$ cat src/rtl/core/zbu_pkg.sv
// zbu_pkg: shared types and constants of the zero byte unpacker
`default_nettype none

package zbu_pkg;

    localparam int unsigned BYTE_W      = 8;
    localparam int unsigned GROUP_BYTES = 8;
    localparam int unsigned GROUP_W     = BYTE_W * GROUP_BYTES;
    localparam int unsigned LANE_W      = $clog2(GROUP_BYTES);

    localparam logic [BYTE_W-1:0] HDR_EMPTY = 8'h00;
    localparam logic [BYTE_W-1:0] HDR_FULL  = 8'hFF;

    typedef logic [BYTE_W-1:0]  t_byte;
    typedef logic [GROUP_W-1:0] t_group;
    typedef logic [LANE_W-1:0]  t_lane;

    typedef struct packed {
        t_group group_bytes;
        logic   group_valid;
        logic   stream_end;
        logic   malformed;
    } t_result;

endpackage

`default_nettype wire

$ cat src/rtl/core/zbu_if.sv
// zbu_if: input byte channel and output group channel
`default_nettype none

interface zbu_in_if;
    logic         valid;
    logic         ready;
    logic [7:0]   byte_in;
    logic         is_last;

    modport source (output valid, output byte_in, output is_last, input ready);
    modport sink   (input valid, input byte_in, input is_last, output ready);
endinterface

interface zbu_out_if;
    logic         valid;
    logic         ready;
    logic [63:0]  group_bytes;
    logic         group_valid;
    logic         stream_end;
    logic         malformed;

    modport source (
        output valid, output group_bytes, output group_valid,
        output stream_end, output malformed, input ready
    );
    modport sink (
        input valid, input group_bytes, input group_valid,
        input stream_end, input malformed, output ready
    );
endinterface

`default_nettype wire

$ cat src/rtl/core/zbu_skid.sv
// zbu_skid: output register with one skid entry for result requests
`default_nettype none

module zbu_skid (
    input  wire logic             i_clk,
    input  wire logic             i_rst_n,
    input  wire logic             i_valid,
    output      logic             o_ready,
    input  wire zbu_pkg::t_result i_data,
    output      logic             o_valid,
    input  wire logic             i_ready,
    output      zbu_pkg::t_result o_data
);
    import zbu_pkg::*;

    logic    r_out_valid;
    logic    r_skid_valid;
    t_result r_out;
    t_result r_skid;

    assign o_ready = !r_skid_valid;
    assign o_valid = r_out_valid;
    assign o_data  = r_out;

    always_ff @(posedge i_clk) begin
        if (!i_rst_n) begin
            r_out_valid  <= 1'b0;
            r_skid_valid <= 1'b0;
        end else if (!r_out_valid || i_ready) begin
            if (r_skid_valid) begin
                r_out_valid  <= 1'b1;
                r_skid_valid <= 1'b0;
            end else begin
                r_out_valid <= i_valid;
            end
        end else if (i_valid && !r_skid_valid) begin
            r_skid_valid <= 1'b1;
        end
    end

    // payload, no reset
    always_ff @(posedge i_clk) begin
        if (!r_out_valid || i_ready) begin
            if (r_skid_valid) begin
                r_out <= r_skid;
            end else if (i_valid) begin
                r_out <= i_data;
            end
        end else if (i_valid && !r_skid_valid) begin
            r_skid <= i_data;
        end
    end

endmodule

`default_nettype wire

$ cat src/rtl/core/zero_byte_unpacker.sv
// zero_byte_unpacker: rebuilds 8-byte groups from a zero-suppressed byte stream
//
// usage
//   i_in  : one packed byte per request (byte_in), is_last marks the final byte
//   o_out : one rebuilt group per request (group_bytes, byte 0 in bits 7..0),
//           with group_valid, stream_end and malformed flags
//   a header byte gives the nonzero lanes of a group, the data bytes follow in
//   lane order; after a full 0xff group a counter byte opens a run of raw groups
//   a byte that completes a group, and every final byte, makes one result
//   request; other bytes make none
// throughput and output path
//   one byte accepted per cycle, sustained while i_in.ready is high; all decoding for a byte is one
//   single pass of lane-select logic into the mode and group registers
//   a result reaches o_out through the skid stage's registered output
// reset
//   synchronous active-low; decoder returns to header mode, output is empty
// receiver stall
//   the output register holds its result; one more result lands in a skid
//   entry, after which i_in.ready drops until the receiver takes one
//   after a final byte the decoder restarts in header mode for the next stream
`default_nettype none

module zero_byte_unpacker (
    input  wire logic i_clk,
    input  wire logic i_rst_n,
    zbu_in_if.sink    i_in,
    zbu_out_if.source o_out
);
    import zbu_pkg::*;

    // one-hot decoder mode
    typedef enum logic [3:0] {
        MODE_HEADER = 4'b0001,
        MODE_DATA   = 4'b0010,
        MODE_COUNT  = 4'b0100,
        MODE_RUN    = 4'b1000
    } t_mode;

    // lowest set lane of a header mask
    function automatic t_lane lowest_lane(input t_byte bits);
        t_lane idx;
        idx = '0;
        for (int k = GROUP_BYTES - 1; k >= 0; k--) begin
            if (bits[k]) begin
                idx = t_lane'(k);
            end
        end
        return idx;
    endfunction

    // drop one byte into a lane of a group
    function automatic t_group put_lane(input t_group grp, input t_lane lane, input t_byte b);
        t_group res;
        res = grp;
        for (int k = 0; k < GROUP_BYTES; k++) begin
            if (t_lane'(k) == lane) begin
                res[k*BYTE_W +: BYTE_W] = grp[k*BYTE_W +: BYTE_W] | b;
            end
        end
        return res;
    endfunction

    // decoder state
    t_mode  r_mode, n_mode;
    t_byte  r_pend, n_pend;      // header lanes still owed a byte
    t_group r_buf,  n_buf;       // group being assembled
    logic   r_full, n_full;      // current header was all-set
    t_byte  r_left, n_left;      // raw groups still owed, current one included
    t_lane  r_fill, n_fill;      // bytes already in the current raw group

    logic    in_fire;
    logic    emit;
    logic    counter_now;
    logic    bad;
    t_group  grp;
    t_group  lane_buf;
    t_result res;
    logic    res_push;
    logic    skid_ready;

    assign in_fire = i_in.valid && i_in.ready;

    always_comb begin
        n_mode      = r_mode;
        n_pend      = r_pend;
        n_buf       = r_buf;
        n_full      = r_full;
        n_left      = r_left;
        n_fill      = r_fill;
        emit        = 1'b0;
        counter_now = 1'b0;
        bad         = 1'b0;
        grp         = '0;
        lane_buf    = '0;

        case (r_mode)
            MODE_HEADER: begin
                n_buf  = '0;
                n_pend = i_in.byte_in;
                n_full = (i_in.byte_in == HDR_FULL);
                if (i_in.byte_in == HDR_EMPTY) begin
                    emit = 1'b1;     // all-zero group straight away
                end else begin
                    n_mode = MODE_DATA;
                end
            end
            MODE_DATA: begin
                lane_buf = put_lane(r_buf, lowest_lane(r_pend), i_in.byte_in);
                n_buf    = lane_buf;
                n_pend   = r_pend & (r_pend - t_byte'(1));
                if (n_pend == '0) begin
                    emit   = 1'b1;
                    grp    = lane_buf;
                    n_mode = r_full ? MODE_COUNT : MODE_HEADER;
                end
            end
            MODE_COUNT: begin
                counter_now = 1'b1;
                n_left      = i_in.byte_in;
                n_fill      = '0;
                n_buf       = '0;
                n_mode      = (i_in.byte_in != '0) ? MODE_RUN : MODE_HEADER;
            end
            MODE_RUN: begin
                lane_buf = put_lane(r_buf, r_fill, i_in.byte_in);
                if (r_fill == t_lane'(GROUP_BYTES - 1)) begin
                    emit   = 1'b1;
                    grp    = lane_buf;
                    n_buf  = '0;
                    n_fill = '0;
                    n_left = r_left - t_byte'(1);
                    if (n_left == '0) begin
                        n_mode = MODE_HEADER;
                    end
                end else begin
                    n_buf  = lane_buf;
                    n_fill = r_fill + t_lane'(1);
                end
            end
            default: begin
                n_mode = MODE_HEADER;
            end
        endcase

        // end of stream: flush a partial group or flag a cut-short run, then clear the decoder
        if (i_in.is_last) begin
            if (!counter_now) begin
                if (n_mode == MODE_DATA) begin
                    emit = 1'b1;
                    grp  = n_buf;
                end else if (n_mode == MODE_RUN) begin
                    if (n_left > t_byte'(1)) begin
                        bad  = 1'b1;
                        emit = 1'b0;
                    end else if (n_fill != '0) begin
                        emit = 1'b1;
                        grp  = n_buf;
                    end
                end
            end
            n_mode = MODE_HEADER;
            n_pend = '0;
            n_buf  = '0;
            n_full = 1'b0;
            n_left = '0;
            n_fill = '0;
        end
    end

    always_ff @(posedge i_clk) begin
        if (!i_rst_n) begin
            r_mode <= MODE_HEADER;
            r_pend <= '0;
            r_buf  <= '0;
            r_full <= 1'b0;
            r_left <= '0;
            r_fill <= '0;
        end else if (in_fire) begin
            r_mode <= n_mode;
            r_pend <= n_pend;
            r_buf  <= n_buf;
            r_full <= n_full;
            r_left <= n_left;
            r_fill <= n_fill;
        end
    end

    // result request for the skid stage
    assign res.group_bytes = emit ? grp : '0;
    assign res.group_valid = emit;
    assign res.stream_end  = i_in.is_last;
    assign res.malformed   = bad;
    assign res_push        = in_fire && (emit || i_in.is_last);

    t_result out_data;

    zbu_skid u_skid (
        .i_clk   (i_clk),
        .i_rst_n (i_rst_n),
        .i_valid (res_push),
        .o_ready (skid_ready),
        .i_data  (res),
        .o_valid (o_out.valid),
        .i_ready (o_out.ready),
        .o_data  (out_data)
    );

    assign i_in.ready        = skid_ready;
    assign o_out.group_bytes = out_data.group_bytes;
    assign o_out.group_valid = out_data.group_valid;
    assign o_out.stream_end  = out_data.stream_end;
    assign o_out.malformed   = out_data.malformed;

    // a final byte always leaves the decoder in its reset state
    a_last_resets: assert property (@(posedge i_clk) disable iff (!i_rst_n)
        (in_fire && i_in.is_last) |=>
            (r_mode == MODE_HEADER && r_left == '0 && r_fill == '0 && r_pend == '0))
        else $error("decoder not back in header mode after final byte");

    // a raw run in progress always owes at least one group
    a_run_owes: assert property (@(posedge i_clk) disable iff (!i_rst_n)
        (r_mode == MODE_RUN) |-> (r_left != '0))
        else $error("raw run mode with no groups left");

    // malformed is only reported on a final result that carries no group
    a_malformed_end: assert property (@(posedge i_clk) disable iff (!i_rst_n)
        (o_out.valid && o_out.malformed) |-> (o_out.stream_end && !o_out.group_valid))
        else $error("malformed flag on a non-final or group-carrying result");

    // header data mode always has lanes still owed
    a_data_pending: assert property (@(posedge i_clk) disable iff (!i_rst_n)
        (r_mode == MODE_DATA) |-> (r_pend != '0))
        else $error("header data mode with no pending lanes");

endmodule

`default_nettype wire

$ cat src/flat_wrapper.sv
// flat-port wrapper written by rule: the top's interface ports become plain ports
module zero_byte_unpacker_flat import zbu_pkg::*;
  (i_clk, i_rst_n, i_in_valid, i_in_byte_in, i_in_is_last, i_in_ready, o_out_valid, o_out_group_bytes, o_out_group_valid, o_out_stream_end, o_out_malformed, o_out_ready);
  zbu_in_if i_in_i ();
  zbu_out_if o_out_i ();
  input  wire logic i_clk;
  input  wire logic i_rst_n;
  input wire logic [$bits(i_in_i.valid)-1:0] i_in_valid;
  input wire logic [$bits(i_in_i.byte_in)-1:0] i_in_byte_in;
  input wire logic [$bits(i_in_i.is_last)-1:0] i_in_is_last;
  output wire logic [$bits(i_in_i.ready)-1:0] i_in_ready;
  output wire logic [$bits(o_out_i.valid)-1:0] o_out_valid;
  output wire logic [$bits(o_out_i.group_bytes)-1:0] o_out_group_bytes;
  output wire logic [$bits(o_out_i.group_valid)-1:0] o_out_group_valid;
  output wire logic [$bits(o_out_i.stream_end)-1:0] o_out_stream_end;
  output wire logic [$bits(o_out_i.malformed)-1:0] o_out_malformed;
  input wire logic [$bits(o_out_i.ready)-1:0] o_out_ready;
  assign i_in_i.valid = i_in_valid;
  assign i_in_i.byte_in = i_in_byte_in;
  assign i_in_i.is_last = i_in_is_last;
  assign i_in_ready = i_in_i.ready;
  assign o_out_valid = o_out_i.valid;
  assign o_out_group_bytes = o_out_i.group_bytes;
  assign o_out_group_valid = o_out_i.group_valid;
  assign o_out_stream_end = o_out_i.stream_end;
  assign o_out_malformed = o_out_i.malformed;
  assign o_out_i.ready = o_out_ready;
  zero_byte_unpacker u_core (.i_clk(i_clk), .i_rst_n(i_rst_n), .i_in(i_in_i), .o_out(o_out_i));
endmodule
$ cat config.mk
export PLATFORM = sky130hd
export DESIGN_NAME = zero_byte_unpacker_flat
export DESIGN_NICKNAME = d
export VERILOG_FILES = /design/src/rtl/core/zbu_pkg.sv /design/src/rtl/core/zbu_if.sv /design/src/rtl/core/zbu_skid.sv /design/src/rtl/core/zero_byte_unpacker.sv /design/src/flat_wrapper.sv
export SDC_FILE = /design/constraint.sdc
export NUM_CORES = 1
export LEC_CHECK = 0
export BUFFER_PORTS_ARGS = -buffer_cell sky130_fd_sc_hd__buf_2
export CAP_MARGIN = 40
export CORE_ASPECT_RATIO = 0.7
export CORE_MARGIN = 2
export CORE_UTILIZATION = 55
export CTS_CLUSTER_SIZE = 40
export DETAILED_ROUTE_END_ITERATION = 8
export PLACE_DENSITY_LB_ADDON = 0.05
export SETUP_SLACK_MARGIN = 0.4
export SYNTH_ARGS = -nofsm -noshare
export SYNTH_HDL_FRONTEND = slang
export SYNTH_SLANG_ARGS = --single-unit
export TNS_END_PERCENT = 5
$ cat constraint.sdc
create_clock -name i_clk -period 6.4 [get_ports i_clk]
set_clock_uncertainty 0.1 [all_clocks]
set_input_delay 0.64 -clock i_clk [delete_from_list [all_inputs] [get_ports i_clk]]
set_output_delay 0.64 -clock i_clk [all_outputs]
set_load 0.005 [all_outputs]
# Word-level counts from Yosys, hierarchy flattened
# Index checks and enable logic that the tools add are counted.
[word_totals]
reg_bits = 224
inputBits = 13
out_inout_bits = 69
elab_cells = 151
[classes]
addsub = 3
n_lt_le_gt_ge = 1
eq_ne = 22
mux = 75
bitwise = 11
reduce_logical = 23
[ops]
columns = ["cell", "n"]
rows = [
  ["two-way mux 64 bit", 11],
  ["one-hot mux 64 bit (3 select lines)", 1],
  ["two-way mux 8 bit", 19],
  ["two-way mux 67 bit", 2],
  ["one-hot mux 64 bit (2 select lines)", 1],
  ["bitwise OR 8 bit", 8],
  ["two-way mux 3 bit", 12],
  ["one-hot mux 8 bit (2 select lines)", 2],
  ["== test 3 bit, first input constant", 8],
  ["zero test 8 bit", 3],
  ["two-way mux 4 bit", 6],
  ["two-way mux 1 bit", 18],
  ["one-hot mux 4 bit (4 select lines)", 1],
  ["subtractor 8 x 1 -> 8 bit, second input constant", 2],
  ["== test 2 x 3 -> 1 bit, first input constant", 4],
  ["bitwise AND 8 bit", 1],
  ["== test 4 x 2 -> 1 bit, second input constant", 2],
  ["== test 4 bit, second input constant", 2],
  ["== test 8 bit, second input constant", 1],
  ["> comparator 8 x 1 -> 1 bit, second input constant", 1],
  ["AND reduction 2 bit", 4],
  ["nonzero test 8 bit", 1],
  ["== test 1 x 3 -> 1 bit, first input constant", 2],
  ["zero test 3 bit", 2],
  ["other kinds (13)", 21],
]

# Logic depth before layout (Yosys ltp)
# Gate-level depths: netlist of the first run.
[depth]
word_depth = 22
ltp_mapped = 12

# By module
# From an unflattened synthesis of the first run, not the netlist that was laid out.
[unflattened]
cells_unflattened = 1121
hier_area_um2 = 12015.3
[modules_own_cells]
columns = ["module", "n_inst", "cells_per_inst", "area_each_um2"]
rows = [
  ["zero_byte_unpacker", 1, 903, 6744.0],
  ["zbu_skid", 1, 218, 5271.3],
]

# Least setup slack after synthesis of the first run
# Ideal clock, no wire load.
[synth_timing]
path_type = "flip-flop to flip-flop"
start = "register u_core.r_mode[3]"
end = "register u_core.u_skid.r_out (netlist bit u_core.u_skid.o_data[0]), enable pin"
arrival_time_ps = 4711
t_required_ps = 5808
path_slack_ps = 1097
stages_incl_launch_ff = 9
period_less_slack_ps = 5303
cell_sequence = "dfxtp_1 -> buf_2 -> clkbuf_1 -> or4b_2 -> a211o_1 -> and2_1 -> nand2b_1 -> a21oi_1 -> nor2_1"
[synth_between]
elab_chain_len = 13
word_cells_on_any_way = 27
cone_classes = "order compare (1); eq/ne (6); mux (15); reduce/logical (5)"
[synth_lines]
columns = ["element", "line_no", "source"]
rows = [
  ["start: declaration", "zero_byte_unpacker.sv:64", "t_mode r_mode, n_mode;"],
  ["start signal: assignment", "zero_byte_unpacker.sv:179", "r_mode <= n_mode;"],
  ["parallel branches: the longest is 8 deep, another holds > comparator 8 x 1 -> 1 bit", "--", ""],
  ["two-way mux 1 bit *", "zero_byte_unpacker.sv:146", "if (i_in.is_last) begin"],
  ["logical OR 1 bit *", "zero_byte_unpacker.sv:193", "assign res_push = in_fire && (emit || i_in.is_last);"],
  ["logical AND 1 bit *", "zero_byte_unpacker.sv:193", ""],
  ["nonzero test 2 bit (no line) *", "--", ""],
  ["AND reduction 2 bit (no line) *", "--", ""],
  ["end signal: assignment", "zbu_skid.sv:45", "r_out <= r_skid;"],
  ["end signal: assignment", "zbu_skid.sv:47", "r_out <= i_data;"],
  ["end: declaration", "zbu_skid.sv:18", "t_result r_out;"],
]
# Every way passes the cells marked *.
# A chain may end at the register's enable or synchronous reset.

# Worst setup path in the final report of the first run
[layout_timing]
start = "register u_core.r_fill[1]"
end = "register u_core.u_skid.r_out (netlist bit u_core.u_skid.o_data[9]) (data pin)"
[layout_between]
elab_chain_len = 13
word_cells_on_any_way = 35
cone_classes = "add/sub (1); order compare (1); eq/ne (3); mux (28); reduce/logical (2)"
[layout_lines]
columns = ["element", "line_no", "source"]
rows = [
  ["start: declaration", "zero_byte_unpacker.sv:69", "t_lane r_fill, n_fill;"],
  ["start signal: assignment", "zero_byte_unpacker.sv:184", "r_fill <= n_fill;"],
  ["parallel branches: the longest is 10 deep, another holds > comparator 8 x 1 -> 1 bit", "--", ""],
  ["two-way mux 64 bit *", "zero_byte_unpacker.sv:189", "assign res.group_bytes = emit ? grp : '0;"],
  ["two-way mux 67 bit *", "zbu_skid.sv:46", "end else if (i_valid) begin"],
  ["two-way mux 67 bit *", "zbu_skid.sv:44", "if (r_skid_valid) begin"],
]
# Every way passes the cells marked *. The select of a mux whose other input is x is not followed.

==> metrics.md, run 1 <==
| Metric | Value |
|---|---|
| Top cells by area, synth | `edfxtp_1, dfxtp_1, a22oi_1` |
| Final-report max-slew violation count | `0` |
| Max-Cap Viols | `0` |
| Tmin final | `4.385 ns` |
| RSZ-0062 raised after global routing | `false` |
| First-pass GRT wire length | `57,190 um` |
| Lkg Pwr | `0.004501 uW` |
| Clk sinks | `224` |
| Critical Path AT | `4.64 ns` |
| Via/cell ratio | `6.879` |
| Hold Path Class | `input pin to flop` |
| Final Net Count | `approximately 1,300` |
| Initial antenna violation count | `0` |
| Outcome | `finished clean` |
| Final Hold Viols | `0` |
| Dominant cell type by area after synthesis | `edfxtp_1` |
| Number of global-route vias before repair | `9,803` |
| # port buffers | `81` |
| GP Congestion | `0.9439` |
| Num CTS Buffers | `23` |
| FP Rows | `45` |
| Synth Area per Inst | `9.518 sq um` |
| Post CTS Setup Buffer Count | `0` |
| CTS max path bufs | `3` |
| Antenna fix cells | `0` |
| Startpoint Class | `flop` |
| Die area | `~24,000 sq um` |
| Worst R2R Path Depth | `10` |
| Sequential area share after synthesis | `0.4748` |
| Area Overhead vs Synth | `10.31%` |
| Clock transition at the registers of the reported paths | `0.07 ns` |
| Worst Setup EP | `u_core.u_skid.o_data[9]` |
| Worst R2R Setup Slack | `2.01 ns` |
| Die width | `182.5 um` |
| Final worst-path cycle share | `0.6852` |
| Worst Path Required | `between 6 and 7 ns` |
| Sum Neg Setup Slack | `0 ns` |
| Worst rel slew slack | `0.3934` |
| Synth Warn # | `0` |
| Fmax | `228.0 MHz` |
| Wirelength per Cell | `23.28 um` |
| Post-synth EDFFs | `134` |
| Post-synth cell types | `71` |
| CTS tree | `done` |
| Initial Utilization | `0.5631` |
| Mapped Area | `12,270 sq um` |
| Worst reg2reg path endpoint | `u_core.u_skid.o_data[9]` |
| Share of synthesized registers carrying an async set or reset | `0` |
| Final WL | `37,010 um` |
| Layout cells sized above 1 | `0.1422` |
| Grt ovf | `0` |
| Hold Path Depth | `3` |
| Core footprint | `between 20,000 and 25,000 sq um` |
| # resized after CTS | `0` |
| FF-to-FF Start | `u_core.r_fill[1]` |
| Synth Flop Type | `edfxtp_1` |
| Post-CTS Hold Fix Bufs | `0` |
| Worst Setup End Kind | `flop` |
| GRT Total Usage | `0.3083` |
| FF+latch count, synth | `around 220` |
| Clock Latency Late Sink | `0.52 ns` |
| Clk root buf | `clkbuf_16` |
| Cells after synthesis | `1,289` |
| Worst slew pin tran | `0.9099 ns` |
| CP Cell Sequence | `ha_1 > ha_1 > or3b_2 > o311ai_0 > o211ai_1 > nor4_4 > a31o_2 > nand3_1 > buf_4 > o211ai_1` |
| CP startpoint | `u_core.r_fill[1]` |
| VDD IR-drop max | `between 0.2 and 0.25 mV` |
| Die Height | `129.0 um` |
| Post-DP HPWL | `23,150 um` |
| Vias | `10,940` |
| Drt pass-1 iters | `5` |
| # DRC | `0` |
| Power Dens Cells | `227.6 nW/um^2` |
| Largest net degree at the start of global routing | `91` |
| Post-synthesis net count | `roughly 1,300` |
| Critical Path Fanout Max | `29` |
| Layout Utilization | `0.6211` |
| CP Class | `flop to flop` |
| Area share of the largest cell type after synthesis | `0.3280` |
| Worst path slowest cell | `or3b_2` |
| Initial DRC count | `roughly 1,700` |
| Final setup fails | `0` |
| Antenna viol nets, final | `0` |
| H-tree levels | `1` |
| Io pins | `82` |
| Largest stage delay, worst path | `0.54 ns` |
sequential cells by signal, summed over array words and instances (netlist names):
signal / cells
u_core.u_skid.r_skid_valid: 1
u_core.r_pend: 8
u_core.u_skid.r_skid: 67
u_core.r_fill: 3
u_core.u_skid.o_valid: 1
u_core.u_skid.o_data: 67
u_core.r_left: 8
u_core.r_buf: 64
u_core.r_mode: 4
u_core.r_full: 1
worst min-delay path by stage:
stage	from	endpoint	slack [ns]
detailed placement	u_core.r_full	u_core.r_mode[2]	0.42
CTS	o_out_ready	u_core.u_skid.o_valid	0.39
global placement	u_core.r_full	u_core.r_mode[2]	0.40
finish	o_out_ready	u_core.u_skid.o_valid	0.40
floorplan	u_core.r_full	u_core.r_mode[2]	0.37
global route	o_out_ready	u_core.u_skid.r_skid_valid	0.42
placed cells by master, fill, tap and decap left out, types with 13 or more instances in the layout:
master     instances
inv_1             13
a22oi_1          117
o22a_1            19
buf_4             27
nand3_1           19
o31a_1            33
nor2_1            44
nand2b_1          19
nor2b_1           76
nor4_1            14
buf_2             83
and3_1            21
o21ai_0           59
clkbuf_16         23
o211ai_1          26
a21oi_1           53
a2bb2oi_1         17
or2_2             14
nand2_1           97
dfxtp_1           89
o22ai_1           67
nor3_1            25
a31oi_1           51
edfxtp_1         134
and2_1            18
synth_stat cells (20+ instances only):
library cell / number
a21oi_1: 54
a22oi_1: 117
a31oi_1: 51
and3_1: 22
clkbuf_1: 115
dfxtp_1: 90
edfxtp_1: 134
nand2_1: 99
nand2b_1: 20
nor2_1: 45
nor2b_1: 76
nor3_1: 25
o211ai_1: 26
o21ai_0: 60
o22ai_1: 67
o31a_1: 33
critical path, delay by kind of cell, from the launching register on:
family	cells	cell delay (ns)
flip-flops	1	0.43
adder cells (fa/ha/maj)	2	0.67
AND/OR/NAND/NOR	3	1.32
buffers and inverters	1	0.41
AO/OA/AOI/OAI	4	1.28
metal layers:
metal / routed length [um] / track usage / vias up / part of all wire
li1: - / - / 5001 / -
met1: 16590 / 0.4761 / 5182 / 0.45
met2: 15680 / 0.4531 / 685 / 0.42
met3: 3945 / 0.04557 / 69 / 0.11
met4: 792 / 0.07732 / 0 / 0.021
met5: 0 / 0 / - / 0
through the flow:
step	cells	power, uW	hold slack, ns	cell area, sq um	worst slack [ns]
final	1590	3081	0.4012	13530	2.015
after global routing	1590	3172	0.4239	13530	1.777
after CTS	1590	3087	0.3935	13530	2.099
after detailed placement	1548	1849	0.4172	12850	1.948
after global placement	1540	1840	0.3992	12730	1.636
after floorplan	1289	1747	0.3674	12270	1.097
cells by family after synthesis:
logic type,after synthesis,share of synthesized area
AND/OR/NAND/NOR,394,0.1757
buffers and inverters,152,0.04905
adder cells (fa/ha/maj),9,0.008974
multiplexers,4,0.003569
flip-flops,224,0.4748
AO/OA/AOI/OAI,503,0.2857
XOR/XNOR,3,0.002142
area by class of cell:
cell class / instances / area (sq um)
Inverter: 13 / 48.80
Timing Repair Buffer: 116 / 735.7
Multi-Input combinational cell: 913 / 5883
Clock inverter: 8 / 47.55
Tap cell: 282 / 352.8
Fill cell: 1861 / 8255
Sequential cell: 224 / 5829
Clock buffer: 34 / 636.9
where the power goes:
group	switching [uW]	total (uW)	internal [uW]
sequential	16.3	1560	1540
clock	564	1260	692
combinational	192	266	73.9
total	773	3080	2310
Note: power is estimated with default switching activity, not from simulation.
==> run 2, diff against run 1 <==
- ABC_AREA: default -> 1
- clock period: 6.4 -> 3.7 ns (I/O delays scaled with it)
==> run 2 against run 1 <==
Sequential share of layout area shrank 6.0 points. Wire length grew 29%. Maximum frequency grew 39%. Non-clock buffer count grew 17. Sequential power grew 79%. Combinational power grew to 4.5 times the previous value. Hold slack lost 0.28 ns. Global-route usage grew 3.8 points. Power grew 110%.
==> metrics.md, run 2 <==
| Metric | Value |
|---|---|
| Post-DP HPWL | `29,600 um` |
| Lkg Pwr | `between 0.007 and 0.008 uW` |
| Worst slew pin tran | `around 0.85 ns` |
| Layout fillers | `2,347` |
| Top cells by area, synth | `edfxtp_1, nand2_1, dfxtp_1` |
| Tmin final | `3.151 ns` |
| Io pins | `about 80` |
| Post-synth EDFFs | `134` |
| Most common cell after layout, fill and taps aside | `nand2_1` |
| Final-report max-slew violation count | `0` |
| Number of global-route vias before repair | `between 10,000 and 15,000` |
| Worst reg2reg path endpoint | `u_core.u_skid.o_data[33]` |
| Area Overhead vs Synth | `10.92%` |
| CTS max path bufs | `3` |
| Die Height | `138.3 um` |
| Critical Path AT | `3.34 ns` |
| Crit. path cell count | `10` |
| Crit-path leading delay family | `simple AND/OR/NAND/NOR gates` |
| Synth Warn # | `0` |
| Worst Setup EP | `u_core.u_skid.o_data[33]` |
| Dominant cell type by area after synthesis | `edfxtp_1` |
| Core footprint | `25,500 sq um` |
| Drt pass-1 iters | `7` |
| Post-synth cell types | `34` |
| Max-Cap Viols | `0` |
| CP startpoint | `u_core.r_mode[0]` |
| Outcome | `finished clean` |
| Post CTS Setup Buffer Count | `0` |
| FF+latch count, synth | `224` |
| Mapped Area | `about 14,000 sq um` |
| Setup WS pre-CTS | `~0.24 ns` |
| Final worst-path cycle share | `0.8517` |
| Initial antenna violation count | `0` |
| Worst path slowest cell | `nor3_4` |
| PnR worst setup slack | `0.5486 ns` |
| H-tree levels | `1` |
| Largest stage delay, worst path | `0.51 ns` |
| Antenna fix cells | `0` |
| Startpoint Class | `flop` |
| Clock Latency Late Sink | `0.55 ns` |
| Cells after synthesis | `2,106` |
| Worst rel slew slack | `0.4366` |
| Worst Path Required | `3.89 ns` |
| Count leader, synth | `nand2_1` |
| Fmax | `317.3 MHz` |
| Layout cells sized above 1 | `0.09692` |
| Largest net degree at the start of global routing | `70` |
| Synth Area per Inst | `6.725 sq um` |
| Final Net Count | `~2,100` |
| Critical Path Fanout Max | `42` |
| Area share of the largest cell type after synthesis | `0.2841` |
| CTS tree | `done` |
| Final Hold Viols | `0` |
| Worst Setup End Kind | `flop` |
| Die area | `27,070 sq um` |
| Grt ovf | `0` |
| Clk sinks | `between 200 and 250` |
| # DRC | `0` |
| First-pass GRT wire length | `around 74,000 um` |
| Power consumption | `6422 uW` |
| CP Class | `flop to flop` |
| Hold Path Class | `input pin to flop` |
| Clock transition at the registers of the reported paths | `0.06 ns` |
| Vias | `14,630` |
| Sequential area share after synthesis | `0.4113` |
| Final WL | `47,900 um` |
| RSZ-0062 raised after global routing | `false` |
| FP Rows | `49` |
| Synth top cells by count | `nand2_1, nand3_1, inv_1` |
| Worst R2R Setup Slack | `0.55 ns` |
| Hold wc startpoint | `o_out_ready` |
| Most frequent cells in the layout | `nand2_1, nand3_1, inv_1` |
| Final Non-Filler Cells | `2,477` |
| GP Congestion | `slightly below 1` |
| Share of synthesized registers carrying an async set or reset | `0` |
| Initial Utilization | `0.5553` |
| CP Cell Sequence | `nor2_2 > nand3_2 > nand2_4 > nor3_4 > buf_12 > inv_2 > o21ai_1 > nand3_1 > nand3_1 > nand2_1` |
| FF-to-FF Start | `u_core.r_mode[0]` |
| Antenna viol nets, final | `0` |
| Sum Neg Setup Slack | `0 ns` |
| Worst R2R Path Depth | `10` |
| Initial DRC count | `1,981` |
| Reg area | `between 5000 and 6000 sq um` |
| Power Dens Cells | `between 400 and 500 nW/um^2` |
| GRT Total Usage | `0.3462` |
| Via/cell ratio | `5.906` |
| Most used cell, CP | `nand3_1` |
| Num CTS Buffers | `25` |
| Clk root buf | `clkbuf_16` |
| Post-synthesis net count | `2,127` |
| VDD IR-drop max | `0.3764 mV` |
| Worst Hold Margin | `0.1180 ns` |
| Die width | `about 200 um` |
| Final setup fails | `0` |
| Multi-input logic area | `slightly below 7000 sq um` |
| DP Cell Count | `2,430` |
| # port buffers | `81` |
| Synth Flop Type | `edfxtp_1` |
| Worst Path Buf+Inv | `2` |
| Wirelength per Cell | `19.34 um` |
## run 2: cell count changes after synthesis, sizes merged, moves of 76 or more
cell   before  now
a22oi     117    2
inv        13  216
nand2      99  722
nand3      19  315
nor2       45  122
nor2b      76    0
o21ai      64  149
## run 2: worst min path at each step
| stage | end | slack [ns] | cells after the start |
|---|---|---|---|
| finish | u_core.u_skid.r_skid_valid | 0.12 | 4 |
| global route | u_core.u_skid.r_skid_valid | 0.16 | 4 |
| CTS | u_core.u_skid.r_skid_valid | 0.11 | 4 |
| detailed placement | u_core.r_mode[2] | 0.37 | 2 |
| global placement | u_core.r_buf[35] | 0.37 | 2 |
| floorplan | u_core.r_full | 0.35 | 2 |
## run 2: metal layers
metal	share of wire	vias to the layer above	GRT usage
met4	0.030	0	0.1077
met1	0.43	6694	0.5085
li1	-	6988	-
met2	0.42	842	0.5138
met3	0.12	105	0.07051
met5	0	-	0
## run 2: worst min-delay path: stages
cell and delay (ns):
buf_2 0.07, nor2_1 0.07, inv_1 0.14, a211oi_1 0.06
## run 2: stage by stage
step / utilization / instance area (sq um)
finish: 0.6160 / 15710
global route: 0.6160 / 15710
CTS: 0.6146 / 15670
detailed placement: 0.5842 / 14900
global placement: 0.5831 / 14870
floorplan: - / 14180
## run 2: final cells by class
class,instances,share of cell area
clock buffer,31,0.04253
inverter,217,0.05185
clock inverter,15,0.006531
tap,331,0.02636
timing repair buffer,133,0.06101
multi-input combinational,1526,0.4408
sequential,224,0.3709
## run 2: logic make-up after synthesis
logic type	count (synthesis)	synth area share
buf+inv	356	0.1045
fa+ha+maj	8	0.007067
compound gates	316	0.1191
flops	224	0.4113
simple gates	1202	0.3580
## run 2: power by group
part	internal (uW)	switching, uW
clock network	1350	1080
registers	2770	37.1
logic	340	851
## run 2: repair_timing
item / in CTS / in global routing
resized for setup: 1 / 4
pin swaps: 0 / 1
gates cloned: 0 / 1
setup endpoints to repair: 128 / 128
hold buffers: 0 / 0
